<file path="src/rtl/core/amss_pkg.sv">
// package: word types, configuration types, constants and helpers of the motif scanner
`default_nettype none

package amss_pkg;

    localparam int QPOS_W        = 24;
    localparam int RPOS_W        = 31;
    localparam int MOTIF_BASES_W = 64;
    localparam int MOTIF_CHARS   = MOTIF_BASES_W / 8;
    localparam int LEN_REQ_W     = 4;
    localparam int LEN_W         = 5;
    localparam int CFG_INDEX_W   = 3;
    localparam int MAX_MOTIF_DEF = 8;

    localparam logic [7:0] DASH_CODE = 8'h2D;

    // register indexes of the configuration port
    localparam logic [CFG_INDEX_W-1:0] CFG_MOTIF_BASES    = 3'd0;
    localparam logic [CFG_INDEX_W-1:0] CFG_MOTIF_LENGTH   = 3'd1;
    localparam logic [CFG_INDEX_W-1:0] CFG_QUERY_START    = 3'd2;
    localparam logic [CFG_INDEX_W-1:0] CFG_REF_START      = 3'd3;
    localparam logic [CFG_INDEX_W-1:0] CFG_READ_LENGTH    = 3'd4;
    localparam logic [CFG_INDEX_W-1:0] CFG_REVERSE_STRAND = 3'd5;

    // reset values
    localparam logic [MOTIF_BASES_W-1:0] MOTIF_BASES_RST  = 64'd18243;
    localparam logic [LEN_REQ_W-1:0]     MOTIF_LENGTH_RST = 4'd2;

    typedef struct packed {
        logic       first_column;
        logic [7:0] query_char;
        logic [7:0] ref_char;
    } t_in_word;

    typedef struct packed {
        logic [QPOS_W-1:0] query_offset;
        logic [RPOS_W-1:0] ref_offset;
    } t_out_word;

    typedef struct packed {
        logic [MOTIF_BASES_W-1:0] motif_bases;
        logic [LEN_REQ_W-1:0]     motif_length;
        logic [QPOS_W-1:0]        query_start;
        logic [RPOS_W-1:0]        ref_start;
        logic [QPOS_W-1:0]        read_length;
        logic                     reverse_strand;
    } t_cfg;

    typedef struct packed {
        logic      hit;
        t_out_word word;
    } t_track_res;

    function automatic logic [7:0] upcase(input logic [7:0] c);
        logic [7:0] v;
        v = c;
        if (c >= 8'h61 && c <= 8'h7A) begin
            v = c - 8'h20;
        end
        return v;
    endfunction

    // motif character k, zero beyond the packed characters
    function automatic logic [7:0] motif_char(input logic [MOTIF_BASES_W-1:0] bases,
                                              input logic [LEN_W-1:0] k);
        logic [7:0] v;
        v = 8'h00;
        if (k < LEN_W'(MOTIF_CHARS)) begin
            v = bases[8*k[2:0] +: 8];
        end
        return v;
    endfunction

endpackage

`default_nettype wire

</file>
<file path="src/rtl/core/amss_track.sv">
// module: position counters, column window and motif compare of the scanner
`default_nettype none

module amss_track
    import amss_pkg::*;
#(
    parameter int MAX_MOTIF = MAX_MOTIF_DEF
) (
    input  wire logic       i_clk,
    input  wire logic       i_rst_n,
    input  wire logic       i_step,
    input  wire t_in_word   i_word,
    input  wire t_cfg       i_cfg,
    output t_track_res      o_res
);

    localparam int FILL_W = $clog2(MAX_MOTIF + 1);

    logic [QPOS_W-1:0] r_qpos, n_qpos;
    logic [RPOS_W-1:0] r_rpos, n_rpos;
    logic [7:0]        r_qwin [MAX_MOTIF];
    logic [7:0]        r_rwin [MAX_MOTIF];
    logic [7:0]        n_qwin [MAX_MOTIF];
    logic [7:0]        n_rwin [MAX_MOTIF];
    logic [FILL_W-1:0] r_fill, n_fill;

    logic [7:0]        w_qc, w_rc;
    logic [LEN_W-1:0]  w_len5;
    logic [FILL_W-1:0] w_len;
    logic [LEN_W-1:0]  w_gaps;
    logic [LEN_W-1:0]  w_cnt;
    logic              w_match;
    logic [LEN_W-1:0]  w_idx;
    logic [7:0]        w_mc;
    logic [QPOS_W-1:0] w_qs;
    logic [RPOS_W-1:0] w_rs;

    assign w_qc = upcase(i_word.query_char);
    assign w_rc = upcase(i_word.ref_char);

    // effective motif length, clamped to one .. MAX_MOTIF
    always_comb begin
        w_len5 = {1'b0, i_cfg.motif_length};
        if (w_len5 == '0) begin
            w_len5 = LEN_W'(1);
        end else if (w_len5 > LEN_W'(MAX_MOTIF)) begin
            w_len5 = LEN_W'(MAX_MOTIF);
        end
        w_len = w_len5[FILL_W-1:0];
    end

    // next window, positions and fill
    always_comb begin
        n_qwin[0] = w_qc;
        n_rwin[0] = w_rc;
        for (int s = 1; s < MAX_MOTIF; s++) begin
            n_qwin[s] = r_qwin[s-1];
            n_rwin[s] = r_rwin[s-1];
        end
        if (i_word.first_column) begin
            n_qpos = i_cfg.query_start;
            n_rpos = i_cfg.ref_start;
            n_fill = FILL_W'(1);
        end else begin
            n_qpos = r_qpos;
            n_rpos = r_rpos;
            n_fill = (r_fill < FILL_W'(MAX_MOTIF)) ? r_fill + FILL_W'(1) : r_fill;
        end
        if (w_qc != DASH_CODE) begin
            n_qpos = n_qpos + QPOS_W'(1);
        end
        if (w_rc != DASH_CODE) begin
            n_rpos = n_rpos + RPOS_W'(1);
        end
    end

    // slot s holds motif character len-1-s
    always_comb begin
        w_match = (n_fill >= w_len);
        for (int s = 0; s < MAX_MOTIF; s++) begin
            w_idx = w_len5 - LEN_W'(s) - LEN_W'(1);
            w_mc  = motif_char(i_cfg.motif_bases, w_idx);
            if (LEN_W'(s) < w_len5 && (n_qwin[s] != w_mc || n_rwin[s] != w_mc)) begin
                w_match = 1'b0;
            end
        end
    end

    // on a hit both rows equal the motif, so the non-gap count comes from the motif
    always_comb begin
        w_gaps = '0;
        for (int k = 0; k < MOTIF_CHARS; k++) begin
            if (LEN_W'(k) < w_len5 && i_cfg.motif_bases[8*k +: 8] == DASH_CODE) begin
                w_gaps = w_gaps + LEN_W'(1);
            end
        end
        w_cnt = w_len5 - w_gaps;
    end

    always_comb begin
        w_rs = n_rpos - RPOS_W'(w_cnt);
        w_qs = n_qpos - QPOS_W'(w_cnt);
        if (i_cfg.reverse_strand) begin
            w_qs = i_cfg.read_length - w_qs - QPOS_W'(w_len5);
        end
        o_res.hit               = w_match;
        o_res.word.query_offset = w_qs;
        o_res.word.ref_offset   = w_rs;
    end

    always_ff @(posedge i_clk) begin
        if (!i_rst_n) begin
            r_qpos <= '0;
            r_rpos <= '0;
            r_fill <= '0;
            for (int s = 0; s < MAX_MOTIF; s++) begin
                r_qwin[s] <= '0;
                r_rwin[s] <= '0;
            end
        end else if (i_step) begin
            r_qpos <= n_qpos;
            r_rpos <= n_rpos;
            r_fill <= n_fill;
            for (int s = 0; s < MAX_MOTIF; s++) begin
                r_qwin[s] <= n_qwin[s];
                r_rwin[s] <= n_rwin[s];
            end
        end
    end

endmodule

`default_nettype wire

</file>
<file path="src/rtl/core/aligned_motif_site_scanner_top.sv">
// top level: motif site scanner over pairwise alignment columns, handshake and registers
// an accepted word is held in the input stage; its hit lands in the result stage
// throughput: one column word per cycle through the compare/offset stage, unless stalled
// reset: synchronous active-low i_rst_n empties both stages, zeroes positions and window,
// and restores the configuration registers to their defaults
`default_nettype none

module aligned_motif_site_scanner_top
    import amss_pkg::*;
#(
    parameter int MAX_MOTIF = MAX_MOTIF_DEF
) (
    input  wire logic                     i_clk,
    input  wire logic                     i_rst_n,
    // column words
    input  wire logic                     i_in_valid,
    output logic                          o_in_ready,
    input  wire t_in_word                 i_in_data,
    // result words
    output logic                          o_out_valid,
    input  wire logic                     i_out_ready,
    output t_out_word                     o_out_data,
    // configuration writes
    input  wire logic                     i_cfg_valid,
    output logic                          o_cfg_ready,
    input  wire logic [CFG_INDEX_W-1:0]   i_cfg_index,
    input  wire logic [MOTIF_BASES_W-1:0] i_cfg_data
);

    // input stage
    logic       r_in_valid;
    t_in_word   r_in_word;
    // result stage
    logic       r_out_valid;
    t_out_word  r_out_word;
    // configuration
    t_cfg       r_cfg;

    logic       w_in_fire;
    logic       w_step;
    t_track_res w_res;

    // the held column is processed when the result slot is free or being emptied;
    // a column with no hit still moves on so the window stays in order
    assign w_step     = r_in_valid && (!r_out_valid || i_out_ready);
    assign o_in_ready = !r_in_valid || w_step;
    assign w_in_fire  = i_in_valid && o_in_ready;

    assign o_out_valid = r_out_valid;
    assign o_out_data  = r_out_word;
    assign o_cfg_ready = 1'b1;

    amss_track #(
        .MAX_MOTIF (MAX_MOTIF)
    ) u_track (
        .i_clk   (i_clk),
        .i_rst_n (i_rst_n),
        .i_step  (w_step),
        .i_word  (r_in_word),
        .i_cfg   (r_cfg),
        .o_res   (w_res)
    );

    // input register
    always_ff @(posedge i_clk) begin
        if (!i_rst_n) begin
            r_in_valid <= 1'b0;
        end else if (o_in_ready) begin
            r_in_valid <= i_in_valid;
        end
    end

    always_ff @(posedge i_clk) begin
        if (w_in_fire) begin
            r_in_word <= i_in_data;
        end
    end

    // result register, loaded only on a motif hit
    always_ff @(posedge i_clk) begin
        if (!i_rst_n) begin
            r_out_valid <= 1'b0;
        end else if (w_step) begin
            r_out_valid <= w_res.hit;
        end else if (i_out_ready) begin
            r_out_valid <= 1'b0;
        end
    end

    always_ff @(posedge i_clk) begin
        if (w_step && w_res.hit) begin
            r_out_word <= w_res.word;
        end
    end

    // configuration registers; writes to unknown indexes are dropped
    always_ff @(posedge i_clk) begin
        if (!i_rst_n) begin
            r_cfg.motif_bases    <= MOTIF_BASES_RST;
            r_cfg.motif_length   <= MOTIF_LENGTH_RST;
            r_cfg.query_start    <= '0;
            r_cfg.ref_start      <= '0;
            r_cfg.read_length    <= '0;
            r_cfg.reverse_strand <= 1'b0;
        end else if (i_cfg_valid && o_cfg_ready) begin
            unique case (i_cfg_index)
                CFG_MOTIF_BASES: begin
                    r_cfg.motif_bases <= i_cfg_data;
                end
                CFG_MOTIF_LENGTH: begin
                    r_cfg.motif_length <= i_cfg_data[LEN_REQ_W-1:0];
                end
                CFG_QUERY_START: begin
                    r_cfg.query_start <= i_cfg_data[QPOS_W-1:0];
                end
                CFG_REF_START: begin
                    r_cfg.ref_start <= i_cfg_data[RPOS_W-1:0];
                end
                CFG_READ_LENGTH: begin
                    r_cfg.read_length <= i_cfg_data[QPOS_W-1:0];
                end
                CFG_REVERSE_STRAND: begin
                    r_cfg.reverse_strand <= i_cfg_data[0];
                end
                default: begin
                end
            endcase
        end
    end

    // a stalled result word holds the column stage back
    a_stall_blocks_step: assert property (@(posedge i_clk) disable iff (!i_rst_n)
        (r_out_valid && !i_out_ready) |-> !w_step)
        else $error("column processed while result word stalled");

    // a hit always shows up as a result word next cycle
    a_hit_reaches_out: assert property (@(posedge i_clk) disable iff (!i_rst_n)
        (w_step && w_res.hit) |=> (r_out_valid && r_out_word == $past(w_res.word)))
        else $error("motif hit lost");

    // a processed column without hit leaves no result word behind
    a_miss_no_out: assert property (@(posedge i_clk) disable iff (!i_rst_n)
        (w_step && !w_res.hit) |=> !r_out_valid)
        else $error("result word invented");

    // an accepted column word lands in the input stage
    a_in_captured: assert property (@(posedge i_clk) disable iff (!i_rst_n)
        w_in_fire |=> (r_in_valid && r_in_word == $past(i_in_data)))
        else $error("column word not captured");

endmodule

`default_nettype wire

</file>
<file path="config.mk">
export PLATFORM = sky130hd
export DESIGN_NAME = aligned_motif_site_scanner_top
export DESIGN_NICKNAME = d
export VERILOG_FILES = /design/src/rtl/core/amss_pkg.sv /design/src/rtl/core/amss_track.sv /design/src/rtl/core/aligned_motif_site_scanner_top.sv
export SDC_FILE = /design/constraint.sdc
export NUM_CORES = 1
export LEC_CHECK = 0
export BUFFER_PORTS_ARGS = -buffer_cell sky130_fd_sc_hd__buf_2
export CAP_MARGIN = 20
export CORE_ASPECT_RATIO = 1.25
export CORE_MARGIN = 2
export CORE_UTILIZATION = 53
export DETAILED_ROUTE_END_ITERATION = 6
export MAX_ROUTING_LAYER = met4
export PLACE_DENSITY = 0.83
export SETUP_SLACK_MARGIN = 0.05
export SLEW_MARGIN = 10
export SYNTH_ARGS = -nofsm -noshare
export SYNTH_HDL_FRONTEND = slang
export SYNTH_HIERARCHICAL = 1
export SYNTH_SLANG_ARGS = --single-unit
</file>
<file path="constraint.sdc">
create_clock -name i_clk -period 11 [get_ports i_clk]
set_input_delay 1.1 -clock i_clk [delete_from_list [all_inputs] [get_ports i_clk]]
set_output_delay 1.1 -clock i_clk [all_outputs]
set_load 0.03 [all_outputs]
</file>
==> results.cfg <==
[run_status]
status = complete, no violations

[routing]
drt_iter0_drc = 1753
wl_per_cell_um = 22.32
wl_met2_mm = 36.76
wl_met1_mm = 27.04
viasPerCell = 6.116
final_antenna_net_count = 0
drc = 0
vias = 19970
dr.max_layer_used = met4
drt-total-wl_mm = 72.91
drt_pass1_iterations = 6
dr_wl_met3_mm = 4.598

[floorplanning]
die_y_um = 243.6
initial_core_util_pct = 53.86
core_area_um2 = 45170
dieArea_um2 = 47650
ios = 147
num_rows = 87
die_w_um = 195.6

[power_and_ir_drop]
leakage_nw = 11.58
p_seq_share_pct = 42.4
ir_drop_mv = 0.1454
switching_share_pct = 28.85
switching_power_mw = 1.110
total_power_mw = 3.846
power_frac_clock_pct = 38.0
power_density_nw_per_um2 = 143.1
p_int_mw = 2.737
comb_power_share_pct = 19.5

[clock_tree]
cts_tree = done
cts_num_sinks = 393
cts_root_buffer = clkbuf_16
postCtsSetupBuffers = 0
clk_pin_slew_ps = 60
cts_resized = 0
cts_buffers = 42
clock_path_buffers = 3
h-tree-depth = 2
clk_latency_ps = 590
hold_buffers = 0

[global_routing]
grt_pass1_wl_mm = 110.4
grt_usage_pct = 30.89
antenna_found_initial = 0
grt_max_degree = 121
first_global_vias = 19440
overflow = 0

[sta]
fin_ws_ps = 632.0
whs_ps = 457.2
fin_crit_ps = 10370
setup_tns_ps = 0
slew_violations = 0
rsz0062_at_grt = no
min_period_over_period_pct = 94.25
maxSlewHeadroom_pct = 21.54
setup_viol = 0
hold_viol_final = 0
tightest_slew_ps = 1147
clock.fmax_ghz = 0.09645
fin_worst_skew_ps = 23.38

[place]
dp_hpwl_mm = 53.96
dp.cells = 3188
dpl_cell_area_um2 = 25430
post-place-ws_ps = 350.9
gp_congestion = 1.030
port_buffers = 145

[synth]
synth_nets = 2740
async_flop_share_pct = 0
ys_seq_area_share_pct = 39.91
syn_avg_cell_area_um2 = 9.501
netlist_area_um2 = 24330
ys_warn_count = 6
synth_cells = 2561
synthTopCellsByArea = edfxtp_1 (23%), dfxtp_1 (17%), mux2i_1 (12%)
ys_ff_latch = 393
ys.flop_type = dfxtp_1
synth.top_cell.area_share_pct = 22.71
synth.distinct_cells = 100
synth_top_cell_by_area = edfxtp_1
synth-edff-count = 184

[worst_hold_path]
hold_path.class = reg2reg

[worst_setup_path]
worstSetupStartpointType = flip-flop
slowest_delay_ps = 580
cp_max_fo = 6
critPathArrivalTime_ps = 10680
critical_path.most_common_cell = ha_1
required_ps = 11310
worst-setup-path-type = reg2reg
critPathSlowestCell = or4_4
crit_path_end_kind = flip-flop
r2r_slack_ps = 630

[finish]
syn2layout_area_growth_pct = 10.44
stdcell_area_um2 = 26870
num-fill-cells = 3701
final_cell_count_no_fill = 3266
layout-drive-gt1-share_pct = 12.88
utilization_pct = 59.48
nets = 2833

[run]
drv_cap = 0
[cell usage after synthesis (73+ instances only)]
| master | instances |
|---|---|
| xnor2_1 | 85 |
| inv_1 | 109 |
| nand2_1 | 447 |
| nor2_1 | 81 |
| clkbuf_1 | 79 |
| xor2_1 | 73 |
| ha_1 | 83 |
| and3_1 | 142 |
| edfxtp_1 | 184 |
| mux2i_1 | 303 |
| dfxtp_1 | 209 |
| a21oi_1 | 74 |
[cells by family after synthesis]
family | count (synthesis) | share of synthesized area (%)
and+or+nand+nor | 1005 | 20.95
DFF | 393 | 39.91
AOI/OAI and AO/OA | 333 | 9.467
muxes | 330 | 13.99
buffers and inverters | 245 | 4.654
xor gates and xnor gates | 163 | 6.130
adders and majority gates | 91 | 4.890
other | 1 | 0.01541
[worst max-delay path, delay by kind of cell (launching register included)]
| kind | cells | cell delay (ps) |
|---|---|---|
| xor+xnor | 3 | 590 |
| simple gates | 9 | 1960 |
| fa+ha+maj | 11 | 3440 |
| compound gates | 15 | 2500 |
| buf+inv | 5 | 470 |
| flops | 1 | 330 |
| mux | 3 | 800 |
[power groups by stage]
stage | Combinational (mW) | Sequential (mW) | Clock [mW]
3_5_place_dp | 0.734 | 1.66 | 0
4_1_cts | 0.740 | 1.63 | 1.48
3_3_place_gp | 0.706 | 1.66 | 0
5_1_grt | 0.825 | 1.64 | 1.54
6_report | 0.752 | 1.63 | 1.46
2_1_floorplan | 0.557 | 1.65 | 0
[sequential cells by signal (all words and copies together), names as in the netlist, 4 cells and up]
| name | count |
|---|---|
| o_out_data | 55 |
| r_cfg | 148 |
| r_in_word | 17 |
| u_track/r_fill | 4 |
| u_track/r_qpos | 24 |
| u_track/r_qwin | 56 |
| u_track/r_rpos | 31 |
| u_track/r_rwin | 56 |
[layer usage]
metal	track usage (%)	vias up
li1	-	9331
met2	54.02	778
met3	4.388	205
met1	33.87	9660
met4	16.93	0
met5	-	-
[cells in the final DEF (no fill, tap or decap), drive strengths merged, types with 46 or more instances in the layout]
master | Yosys | layout
a21oi | 75 | 75
and3 | 142 | 142
buf | 54 | 182
clkbuf | 80 | 55
dfxtp | 209 | 209
edfxtp | 184 | 184
ha | 83 | 83
inv | 111 | 117
mux2i | 303 | 303
nand2 | 447 | 447
nor2 | 82 | 82
nor2b | 46 | 46
nor3 | 54 | 54
o21ai | 65 | 65
xnor2 | 85 | 85
xor2 | 74 | 74
[path summary, 6_finish.rpt]
check,start,to,cells past startpoint
min reg2reg,u_track/r_rpos[28]$_SDFFE_PN0P_,u_track/r_rpos[28]$_SDFFE_PN0P_,2
min,u_track/r_rpos[28]$_SDFFE_PN0P_,u_track/r_rpos[28]$_SDFFE_PN0P_,2
max reg2reg,r_cfg[83]$_SDFFE_PN0P_,o_out_data[53]$_DFFE_PP_,46
max,r_cfg[83]$_SDFFE_PN0P_,o_out_data[53]$_DFFE_PP_,46
[cell type report]
type	count	area, um2	share of cell area (%)
timing repair buffer	183	1044	3.883
inverter	111	419.2	1.560
tap	578	723.2	2.691
clock buffer	54	1147	4.270
clock inverter	23	247.7	0.9219
sequential	393	9712	36.14
multi-input combinational	1923	13580	50.52
antenna	1	2.502	0.009312
No activity file was read; power rests on OpenSTA's default activity.
